**src/hw/rtl/spq_pkg.sv**
```systemverilog
// ----------------------------------------------------------------------------
// spq_pkg: shared constants for the sorted priority queue
// Field widths of the request and response ports, operation and status codes.
// ----------------------------------------------------------------------------
`default_nettype none

package spq_pkg;

   localparam int VALUE_W     = 32;
   localparam int PRIO_PORT_W = 16;
   localparam int STATUS_W    = 2;
   localparam int COUNT_OUT_W = 5;

   localparam logic OP_INSERT = 1'b0;
   localparam logic OP_REMOVE = 1'b1;

   localparam logic [STATUS_W-1:0] ST_OK    = 2'd0;
   localparam logic [STATUS_W-1:0] ST_EMPTY = 2'd1;
   localparam logic [STATUS_W-1:0] ST_FULL  = 2'd2;

endpackage

`default_nettype wire

```
**src/hw/rtl/spq_entry_ram.sv**
```systemverilog
// ----------------------------------------------------------------------------
// spq_entry_ram: entry storage of the sorted priority queue
// One write port and one read port, read data registered.
// ----------------------------------------------------------------------------
`default_nettype none

module spq_entry_ram #(
   parameter int DEPTH  = 16,
   parameter int WIDTH  = 48,
   parameter int ADDR_W = 4
) (
   input  wire logic              clock,
   input  wire logic              wr_en,
   input  wire logic [ADDR_W-1:0] wr_addr,
   input  wire logic [WIDTH-1:0]  wr_data,
   input  wire logic              rd_en,
   input  wire logic [ADDR_W-1:0] rd_addr,
   output logic      [WIDTH-1:0]  rd_data
);

   logic [WIDTH-1:0] mem_ff [DEPTH];
   logic [WIDTH-1:0] rd_data_ff;

   always_ff @(posedge clock) begin
      if (wr_en) begin
         mem_ff[wr_addr] <= wr_data;
      end
      if (rd_en) begin
         rd_data_ff <= mem_ff[rd_addr];
      end
   end

   assign rd_data = rd_data_ff;

endmodule

`default_nettype wire

```
**src/hw/rtl/sorted_priority_queue.sv**
```systemverilog
// ----------------------------------------------------------------------------
// sorted_priority_queue: bounded priority queue kept in priority order
// Lowest priority number is served first, equal priorities in arrival order.
// ----------------------------------------------------------------------------
//
//  channel   direction  handshake           payload
//  req_      in         req_valid/stall     operation, value, priority_req
//  rsp_      out        rsp_valid/stall     removed_value, removed_valid,
//                                           status, entry_count
//
//  Remove on empty, insert on full and insert into an empty queue answer
//  straight from idle; a remove makes one memory read. An insert walks back
//  from the tail through the single read port, one entry per cycle, until
//  it meets an entry with an equal or smaller priority number or the head.
//  Reset clears state, count and head pointer; the entry memory is not swept.
//  req_stall is high while a request is in flight or a response is stalled.
//
// Entries live in a circular buffer: logical slot L sits at (head + L) mod
// CAPACITY, so a remove only advances the head. An insert shifts the tail
// entries up by one, read-compare-write per cycle, then drops the new entry
// into the freed slot. Reads and writes of a walk never target the same
// slot in the same cycle, so no forwarding is needed.
// ----------------------------------------------------------------------------
`default_nettype none

module sorted_priority_queue #(
   parameter int CAPACITY       = 16,
   parameter int PRIORITY_WIDTH = 16
) (
   input  wire logic                              clock,
   input  wire logic                              reset,
   // request channel
   input  wire logic                              req_valid,
   output logic                                   req_stall,
   input  wire logic                              req_operation,
   input  wire logic signed [spq_pkg::VALUE_W-1:0] req_value,
   input  wire logic [spq_pkg::PRIO_PORT_W-1:0]   req_priority_req,
   // response channel
   output logic                                   rsp_valid,
   input  wire logic                              rsp_stall,
   output logic signed [spq_pkg::VALUE_W-1:0]     rsp_removed_value,
   output logic                                   rsp_removed_valid,
   output logic [spq_pkg::STATUS_W-1:0]           rsp_status,
   output logic [spq_pkg::COUNT_OUT_W-1:0]        rsp_entry_count
);

   import spq_pkg::*;

   localparam int IDX_W   = $clog2(CAPACITY);
   localparam int CNT_W   = $clog2(CAPACITY + 1);
   localparam int ENTRY_W = VALUE_W + PRIORITY_WIDTH;

   localparam logic [1:0] S_IDLE  = 2'd0;
   localparam logic [1:0] S_RMV   = 2'd1;  // head entry arriving from memory
   localparam logic [1:0] S_WALK  = 2'd2;  // shifting tail entries up
   localparam logic [1:0] S_PLACE = 2'd3;  // new entry goes to logical slot 0

   // logical slot to memory address
   function automatic logic [IDX_W-1:0] phys(input logic [IDX_W-1:0] head,
                                             input logic [IDX_W-1:0] slot);
      logic [IDX_W:0] sum;
      sum = {1'b0, head} + {1'b0, slot};
      if (sum >= (IDX_W+1)'(CAPACITY)) begin
         sum = sum - (IDX_W+1)'(CAPACITY);
      end
      return sum[IDX_W-1:0];
   endfunction

   // control state
   logic [1:0]       state_ff, state_in;
   logic [CNT_W-1:0] count_ff, count_in;
   logic [IDX_W-1:0] head_ff, head_in;
   logic [IDX_W-1:0] slot_ff, slot_in;
   logic             rsp_valid_ff, rsp_valid_in;

   // held request payload
   logic [VALUE_W-1:0]        val_ff, val_in;
   logic [PRIORITY_WIDTH-1:0] pr_ff, pr_in;

   // response register
   logic [VALUE_W-1:0]     rsp_value_ff, rsp_value_in;
   logic                   rsp_rvalid_ff, rsp_rvalid_in;
   logic [STATUS_W-1:0]    rsp_status_ff, rsp_status_in;
   logic [COUNT_OUT_W-1:0] rsp_count_ff, rsp_count_in;

   // memory port
   logic               wr_en, rd_en;
   logic [IDX_W-1:0]   wr_addr, rd_addr;
   logic [ENTRY_W-1:0] wr_data, rd_data;

   logic                           req_fire;
   logic                           rsp_load;
   logic [PRIORITY_WIDTH+PRIO_PORT_W-1:0] pr_ext;
   logic [CNT_W+COUNT_OUT_W-1:0]   count_ext;
   logic [PRIORITY_WIDTH-1:0]      rd_prio;
   logic [VALUE_W-1:0]             rd_value;
   logic                           is_full, is_empty;

   spq_entry_ram #(
      .DEPTH  (CAPACITY),
      .WIDTH  (ENTRY_W),
      .ADDR_W (IDX_W)
   ) u_ram (
      .clock   (clock),
      .wr_en   (wr_en),
      .wr_addr (wr_addr),
      .wr_data (wr_data),
      .rd_en   (rd_en),
      .rd_addr (rd_addr),
      .rd_data (rd_data)
   );

   assign req_stall = (state_ff != S_IDLE) || (rsp_valid_ff && rsp_stall);
   assign req_fire  = req_valid && !req_stall;

   // priority bits above PRIORITY_WIDTH are dropped; narrow port zero-extends
   assign pr_ext   = (PRIORITY_WIDTH+PRIO_PORT_W)'(req_priority_req);
   assign rd_prio  = rd_data[PRIORITY_WIDTH-1:0];
   assign rd_value = rd_data[ENTRY_W-1:PRIORITY_WIDTH];
   assign is_full  = (count_ff == CNT_W'(CAPACITY));
   assign is_empty = (count_ff == '0);

   always_comb begin
      state_in      = state_ff;
      count_in      = count_ff;
      head_in       = head_ff;
      slot_in       = slot_ff;
      val_in        = val_ff;
      pr_in         = pr_ff;
      rsp_load      = 1'b0;
      rsp_value_in  = '0;
      rsp_rvalid_in = 1'b0;
      rsp_status_in = ST_OK;
      wr_en         = 1'b0;
      wr_addr       = phys(head_ff, slot_ff + IDX_W'(1));
      wr_data       = rd_data;
      rd_en         = 1'b0;
      rd_addr       = head_ff;

      unique case (state_ff)
         S_IDLE: begin
            if (req_fire) begin
               val_in = req_value;
               pr_in  = pr_ext[PRIORITY_WIDTH-1:0];
               if (req_operation == OP_REMOVE) begin
                  if (is_empty) begin
                     rsp_load      = 1'b1;
                     rsp_status_in = ST_EMPTY;
                  end else begin
                     rd_en    = 1'b1;
                     rd_addr  = head_ff;
                     head_in  = phys(head_ff, IDX_W'(1));
                     count_in = count_ff - CNT_W'(1);
                     state_in = S_RMV;
                  end
               end else begin
                  if (is_full) begin
                     rsp_load      = 1'b1;
                     rsp_status_in = ST_FULL;
                  end else if (is_empty) begin
                     // first entry: straight to the head slot
                     wr_en    = 1'b1;
                     wr_addr  = head_ff;
                     wr_data  = {req_value, pr_ext[PRIORITY_WIDTH-1:0]};
                     count_in = count_ff + CNT_W'(1);
                     rsp_load = 1'b1;
                  end else begin
                     // start from the tail
                     slot_in  = IDX_W'(count_ff - CNT_W'(1));
                     rd_en    = 1'b1;
                     rd_addr  = phys(head_ff, IDX_W'(count_ff - CNT_W'(1)));
                     count_in = count_ff + CNT_W'(1);
                     state_in = S_WALK;
                  end
               end
            end
         end
         S_RMV: begin
            rsp_load      = 1'b1;
            rsp_value_in  = rd_value;
            rsp_rvalid_in = 1'b1;
            state_in      = S_IDLE;
         end
         S_WALK: begin
            wr_en   = 1'b1;
            wr_addr = phys(head_ff, slot_ff + IDX_W'(1));
            if (rd_prio > pr_ff) begin
               // larger number: move it up one slot
               wr_data = rd_data;
               if (slot_ff == '0) begin
                  state_in = S_PLACE;
               end else begin
                  rd_en    = 1'b1;
                  rd_addr  = phys(head_ff, slot_ff - IDX_W'(1));
                  slot_in  = slot_ff - IDX_W'(1);
               end
            end else begin
               // equal or smaller stays ahead of the new entry
               wr_data  = {val_ff, pr_ff};
               rsp_load = 1'b1;
               state_in = S_IDLE;
            end
         end
         S_PLACE: begin
            wr_en    = 1'b1;
            wr_addr  = head_ff;
            wr_data  = {val_ff, pr_ff};
            rsp_load = 1'b1;
            state_in = S_IDLE;
         end
         default: begin
            state_in = S_IDLE;
         end
      endcase

      count_ext    = (CNT_W+COUNT_OUT_W)'(count_in);
      rsp_count_in = count_ext[COUNT_OUT_W-1:0];

      if (rsp_load) begin
         rsp_valid_in = 1'b1;
      end else if (rsp_valid_ff && !rsp_stall) begin
         rsp_valid_in = 1'b0;
      end else begin
         rsp_valid_in = rsp_valid_ff;
      end
   end

   always_ff @(posedge clock) begin
      if (reset) begin
         state_ff     <= S_IDLE;
         count_ff     <= '0;
         head_ff      <= '0;
         slot_ff      <= '0;
         rsp_valid_ff <= 1'b0;
      end else begin
         state_ff     <= state_in;
         count_ff     <= count_in;
         head_ff      <= head_in;
         slot_ff      <= slot_in;
         rsp_valid_ff <= rsp_valid_in;
      end
   end

   always_ff @(posedge clock) begin
      val_ff <= val_in;
      pr_ff  <= pr_in;
      if (rsp_load) begin
         rsp_value_ff  <= rsp_value_in;
         rsp_rvalid_ff <= rsp_rvalid_in;
         rsp_status_ff <= rsp_status_in;
         rsp_count_ff  <= rsp_count_in;
      end
   end

   assign rsp_valid         = rsp_valid_ff;
   assign rsp_removed_value = rsp_value_ff;
   assign rsp_removed_valid = rsp_rvalid_ff;
   assign rsp_status        = rsp_status_ff;
   assign rsp_entry_count   = rsp_count_ff;

`ifndef SYNTHESIS
   a_count_bound: assert property (@(posedge clock) disable iff (reset)
      count_ff <= CNT_W'(CAPACITY))
      else $error("entry count above capacity");

   a_busy_no_rsp: assert property (@(posedge clock) disable iff (reset)
      (state_ff != S_IDLE) |-> !rsp_valid_ff)
      else $error("response register occupied while a request is in flight");

   a_walk_slot: assert property (@(posedge clock) disable iff (reset)
      (state_ff == S_WALK) |-> ((CNT_W+1)'(slot_ff) + (CNT_W+1)'(1) <
                                (CNT_W+1)'(count_ff)))
      else $error("insert walk slot outside held entries");

   a_rmv_done: assert property (@(posedge clock) disable iff (reset)
      (state_ff == S_RMV) |=> (state_ff == S_IDLE) && rsp_valid_ff && rsp_removed_valid)
      else $error("remove did not deliver its response");

   a_rvalid_ok: assert property (@(posedge clock) disable iff (reset)
      (rsp_valid_ff && rsp_rvalid_ff) |-> (rsp_status_ff == ST_OK))
      else $error("removed value flagged with error status");
`endif

endmodule

`default_nettype wire
```
**config.mk**
```make
export PLATFORM = sky130hd
export DESIGN_NAME = sorted_priority_queue
export DESIGN_NICKNAME = d
export VERILOG_FILES = /design/src/hw/rtl/spq_pkg.sv /design/src/hw/rtl/spq_entry_ram.sv /design/src/hw/rtl/sorted_priority_queue.sv
export SDC_FILE = /design/constraint.sdc
export NUM_CORES = 1
export LEC_CHECK = 0
export ABC_AREA = 1
export BUFFER_PORTS_ARGS = -buffer_cell sky130_fd_sc_hd__clkbuf_2
export CAP_MARGIN = 15
export CORE_ASPECT_RATIO = 2
export CORE_MARGIN = 2
export CORE_UTILIZATION = 39
export DETAILED_ROUTE_END_ITERATION = 10
export GPL_TIMING_DRIVEN = 0
export HOLD_SLACK_MARGIN = 0.03
export MAX_ROUTING_LAYER = met4
export PLACE_DENSITY = 0.51
export SETUP_SLACK_MARGIN = 0.3
export SLEW_MARGIN = 20
export SYNTH_ARGS = -nofsm -noshare
export SYNTH_HDL_FRONTEND = slang
export SYNTH_SLANG_ARGS = --single-unit
```
**constraint.sdc**
```tcl
create_clock -name clock -period 6.1 [get_ports clock]
set_input_delay 0.915 -clock clock [delete_from_list [all_inputs] [get_ports clock]]
set_output_delay 0.915 -clock clock [all_outputs]
set_load 0.03 [all_outputs]
```
Word level (Yosys, flattened, before mapping). Memory sizes are Yosys's and may differ from the RTL's. A register that Yosys moved wholly into a read port is not among the register bits. Index checks and enable logic that the tools add are counted. W data, S select, Z words.

Bitwise logic cells: 1. Reductions and logical operators: 18. Add/subtract/negate cells: 12. Mux-type cells: 67. Equal/unequal tests: 12. Magnitude comparators: 5.

Operator list (number): $mux W48 (5); $pmux W48 S3 (1); $mux W4 (20); $mux W5 (5); $pmux W4 S2 (3); $ge A5 B5 Y1 const B (4); $mux W1 (20); $sub A4 B1 Y4 const B (5); $mux W2 (9); $gt A16 B16 Y1 (1); $add A4 B4 Y5 (3); $ne A2 B2 Y1 const B (6); $reduce_and A4 Y1 (2); $reduce_and A7 Y1 (1); $ne A3 B3 Y1 const B (2); $pmux W2 S3 (1); $reduce_bool A2 Y1 (3); $add A4 B1 Y5 const B (1); $add A5 B1 Y5 const B (1); $eq A5 B5 Y1 const B (1); $logic_not A5 Y1 (1); $sub A5 B1 Y5 const B (1); $add A4 B1 Y4 const B (1); $eq A2 B2 Y1 const B (2); other kinds (11) (16).

Input port bits: 53. Memories kept: 1. RAM bits: 768. Word-level logic and storage cells: 127. Register bits after elaboration: 104. Output and inout bits: 42.

Memory list: u_ram.mem_ff (words 16, width 48, read ports 1, clocked after memory_dff 1, wr ports 1, RTL line spq_entry_ram.sv:21) `logic [WIDTH-1:0] mem_ff [DEPTH];`.

Longest topological paths before layout.
Depth after elaboration: 9. Gate-level depth with buffers: 24. Mapped depth without buffers: 22.

By module. From an unflattened synthesis, not the netlist that was laid out.

Cells, all modules: 4044. Area, all modules: 41352.2 um2.

By module, submodules not included: spq_entry_ram (seq. area each 24503.5 um2, cells each 3165, instances 1, area each 34469.3 um2); sorted_priority_queue (seq. area each 2962.8 um2, cells each 879, instances 1, area each 6882.9 um2).

Worst setup path after synthesis. Ideal clock, no wire load.

Kind: input to register. Start point: in rsp_stall. End point: mem u_ram.mem_ff[7][0] (enable). Arrival time: 4.230 ns. Library setup time: 0.454 ns. Stages: 9. Slack: 1.416 ns. Path buffers: 0. Required time: 5.646 ns. Path through: nand2_1 nand3_4 nor2_4 inv_1 nor2_1 nor2_1 o32ai_1 nand3_1 nor2_1.

Longest elaborated chain between the ends: 8. Elaborated cells between the ends (all ways): 10. Those cells by class: mux: 6; reduce/logical: 4.

RTL lines: start: declaration (RTL line sorted_priority_queue.sv:40) `input wire logic rsp_stall,`; $logic_and A1 B1 Y1 * (RTL line sorted_priority_queue.sv:113) `assign req_stall = (state_ff != S_IDLE) || (rsp_valid_ff && rsp_stall);`; $logic_or A1 B1 Y1 * (RTL line sorted_priority_queue.sv:113); $logic_not A1 Y1 * (RTL line sorted_priority_queue.sv:114) `assign req_fire = req_valid && !req_stall;`; $logic_and A1 B1 Y1 * (RTL line sorted_priority_queue.sv:114); $mux W1 (RTL line sorted_priority_queue.sv:142) `if (req_fire) begin`; $pmux W1 S2 (RTL line sorted_priority_queue.sv:140) `unique case (state_ff)`; $mux W1 (RTL line spq_entry_ram.sv:25) `if (wr_en) begin`; $mux W1 (implied by the code) (RTL line spq_entry_ram.sv:26) `mem_ff[wr_addr] <= wr_data;`; end: declaration (RTL line spq_entry_ram.sv:21).

Every way passes the cells marked *; elsewhere a longest branch is shown, timed or not.

Final worst setup path.
Start point: reg u_ram.rd_data_ff[14] (netlist: u_ram.rd_data[14]), read port of u_ram.mem_ff. End point: mem u_ram.mem_ff[7][2] (data pin).

Longest elaborated chain between the ends: 3.

RTL lines: start: declaration (RTL line spq_entry_ram.sv:22) `logic [WIDTH-1:0] rd_data_ff;`; $gt A16 B16 Y1 (RTL line sorted_priority_queue.sv:187) `if (rd_prio > pr_ff) begin`; $mux W48 (RTL line sorted_priority_queue.sv:187); $pmux W48 S3 (RTL line sorted_priority_queue.sv:140); via u_ram.wr_data[2] (RTL line spq_entry_ram.sv:15) `input wire logic [WIDTH-1:0] wr_data,`.

The timed path passes the listed nets, and every way through them passes these cells.

==> qor.csv <==
stage;metric;value;unit
grt;grt_pass1_wl;202400;um
final_layout;multi_input_area;10150;um^2
clock_network;clk_latency;0.70;ns
grt;grtUsageTotal;29.32;%
sta;clock.fmax;203.3;MHz
worst_setup_path;crit_chain;ha_1, nand2_1, nor3_2, nand2_1, nand2_1, nand2_2, inv_2, nand2_1, nand2_1, clkbuf_1, clkbuf_1, o21ai_0, nand2_1;
yosys;synth.largest_area_cell;edfxtp_1;
floorplanning;num_io_pins;95;
worst_setup_path;arrival;5.29;ns
outcome;status;finished, final reports clean;
clock_network;clkSlewWorstSetupHoldPaths;0.07;ns
clock_network;clockRootBuffer;clkbuf_16;
power;powerDensity;668.4;nW/um^2
drt;vias;28170;
drt;first_pass_iters;8;
floorplanning;die_h;451.4;um
final_layout;drive_gt1_share;13.67;%
yosys;ys_seq_elements;920;
clock_network;post_cts_buffers;0;
power;ir_drop;0.3563;mV
yosys;synth_ff_type;edfxtp_1;
flow_run;drv_cap;0;
yosys;synth.distinct_cells;43;
power;leakage;0.01670;uW
clock_network;cts_hold_buffers;0;
grt;grt_max_degree;49;
clock_network;cts_made_buffers;84;
worst_setup_path;crit_required;6.47;ns
sta;finalSetupViolations;0;
sta;rsz0062_at_grt;false;
placed_design;placed_area;42730;um^2
yosys;ys_seq_area_share;70.37;%
final_layout;nets;3660;
worst_setup_path;criticalPathCategory;register to register;
sta;fin_crit_sh;80.62;%
yosys;synth_edf_count;904;
grt;first_global_vias;27300;
yosys;synth.cell_area;39030;um^2
floorplanning;core;99520;um^2
sta;relSlewSlack;18.37;%
drt;ant_nets;0;
final_layout;final_cells;4976;
floorplanning;initial_core_util;39.22;%
sta;clock_skew;0.03018;ns
yosys;synthTopCellsByArea;edfxtp_1 70%, nand3_1 13%, nand2_1 7.5%;
drt;avgRoutedWirePerCell;29.12;um
final_layout;syn2layout_area_growth;16.42;%
worst_setup_path;slowest_delay;0.92;ns
yosys;yosysWarnings;0;
worst_setup_path;critPathLaunchType;register;
grt;antenna_found_initial;12;
hold_path;hp-class;input port to register;
sta;period_minus_slack;4.918;ns
sta;hold_violations;0;
drt;drc;0;
worst_setup_path;worstPathMaxFanout;16;
sta;maxSlewViolCount;0;
drt;drt-total-wl;144900;um
floorplanning;fp-row-count;164;
yosys;synth_top_area_share;69.55;%
final_layout;seq_area;27470;um^2
floorplanning;die_w;227.7;um
clock_network;cts.sinks;920;
yosys;avgSynthCellArea;11.74;um^2
final_layout;fillers;9175;
yosys;synth_fp_nets;3416;
drt;drt_iter0_drc;3210;
yosys;async_flop_share;0;%
worst_setup_path;slowest_stage;clkbuf_1;
grt;gr-total-overflow;0;
sta;max_slew.worst_pin.slew;1.224;ns
placed_design;place.gp.congestion;0.9528;
clock_network;cts.repair.resized;0;
placed_design;hpwl;101000;um
floorplanning;die-area;102800;um^2
yosys;synthCells;3326;
worst_setup_path;crit_top_cell;nand2_1;
worst_setup_path;critPathCaptureType;register;
sta;whs;0.4143;ns
clock_network;h-tree-depth;3;
clock_network;clock_path_buffers;3;
placed_design;dp.cells;4812;
drt;vias_per_cell;5.661;
placed_design;port_buffers;94;
final_layout;final_cell_area;45440;um^2
clock_network;cts_tree;built;
## critical path: cells and delay by family, from the launching register on
family | cells | cell delay [ns]
AND/OR/NAND/NOR | 8 | 1.77
AO/OA/AOI/OAI | 1 | 0.17
adder cells (fa/ha/maj) | 1 | 0.30
buffers and inverters | 3 | 1.90
flip-flops | 1 | 0.42
## placed cells by master (no fill, tap or decap), drive strengths merged
| cell type | instances |
|---|---|
| clkbuf | 280 |
| buf | 213 |
| nor3 | 3 |
| bufinv | 7 |
| clkinvlp | 4 |
| a21oi | 23 |
| nor2 | 51 |
| clkinv | 36 |
| a2111oi | 1 |
| o31ai | 1 |
| a21o | 1 |
| fa | 3 |
| and2 | 1 |
| a221oi | 1 |
| o211ai | 4 |
| ha | 34 |
| nor4 | 1 |
| xor2 | 9 |
| nand4 | 3 |
| inv | 111 |
| edfxtp | 904 |
| nor3b | 1 |
| a31oi | 3 |
| nand2 | 782 |
| o22ai | 2 |
| o32ai | 4 |
| a22oi | 34 |
| xnor2 | 8 |
| nand3 | 982 |
| dfxtp | 16 |
| diode | 11 |
| o21ai | 103 |
| a211oi | 11 |
## registers in the layout (all words and copies together), names as in the netlist, 2 cells and up
register and flops:
state_ff 2, u_ram.rd_data 48, rsp_status 2, head_ff 4
pr_ff 16, val_ff 32, rsp_entry_count 5, count_ff 5
slot_ff 4, u_ram.mem_ff 768, rsp_removed_value 32
## cell families after synthesis
kind of cell | after synthesis | synth area share (%)
and+or+nand+nor | 1824 | 20.88
DFF | 920 | 70.37
buffers and inverters | 340 | 4.286
AOI/OAI and AO/OA | 188 | 2.843
adders and majority gates | 37 | 1.244
xor gates and xnor gates | 17 | 0.3815
## where the power goes
| part | leakage, uW | switching [uW] | total, uW | internal [uW] |
|---|---|---|---|---|
| Combinational | 0.00702 | 11100 | 14800 | 3700 |
| Clock | 0.00130 | 2440 | 5360 | 2920 |
| Sequential | 0.00838 | 416 | 10200 | 9810 |
## per-stage QoR
stage                     setup TNS [ns]  setup WS (ns)  power, uW  utilization (%)
final                                  0          1.182      30370            45.66
after global routing                   0          1.214      31650            45.65
after CTS                              0          1.416      30270            45.63
after detailed placement               0          1.454      24960            42.94
after global placement          -1357.31         -2.113      24390            41.36
after floorplan                        0          1.416      18190                -
## worst paths after layout
path / start / endpoint / slack (ns) / cells past startpoint
max: u_ram.rd_data[14] / u_ram.mem_ff[7][2] / 1.18 / 13
min: req_value[11] / val_ff[11] / 0.41 / 1
max reg2reg: u_ram.rd_data[14] / u_ram.mem_ff[7][2] / 1.18 / 13
min reg2reg: slot_ff[3] / slot_ff[3] / 0.57 / 2
## cell type report
type | count | share of cell area (%)
flip-flops and latches | 920 | 60.45
multi-input cells | 2066 | 22.33
clock buffers | 104 | 4.932
repair buffers | 158 | 3.896
well taps | 1328 | 3.657
plain buffers | 231 | 2.806
clock inverters | 49 | 0.9638
inverters | 109 | 0.9059
diodes | 11 | 0.06058
## cells in the mapped netlist, types with 3 or more instances
| cell | n |
|---|---|
| nand4_1 | 3 |
| dfxtp_1 | 16 |
| buf_1 | 4 |
| inv_1 | 104 |
| nand2_2 | 3 |
| a22oi_1 | 33 |
| o21ai_0 | 98 |
| a211oi_1 | 11 |
| a21oi_1 | 22 |
| o32ai_1 | 4 |
| ha_1 | 34 |
| buf_2 | 98 |
| nand2_1 | 777 |
| xnor2_1 | 8 |
| o211ai_1 | 4 |
| a31oi_1 | 3 |
| nor2_1 | 50 |
| nand3_1 | 980 |
| buf_4 | 23 |
| fa_1 | 3 |
| o21ai_1 | 4 |
| inv_2 | 5 |
| xor2_1 | 9 |
| edfxtp_1 | 904 |
| buf_6 | 25 |
| clkbuf_1 | 81 |
## layer usage
layer	GRT usage, %	routed length [um]	vias to the layer above
li1	-	-	12460
met1	32.33	51240	14010
met2	49.02	73830	1323
met3	4.466	9091	382
met4	19.08	10760	0
met5	-	0	-
Note: power is estimated with default switching activity, not from simulation.
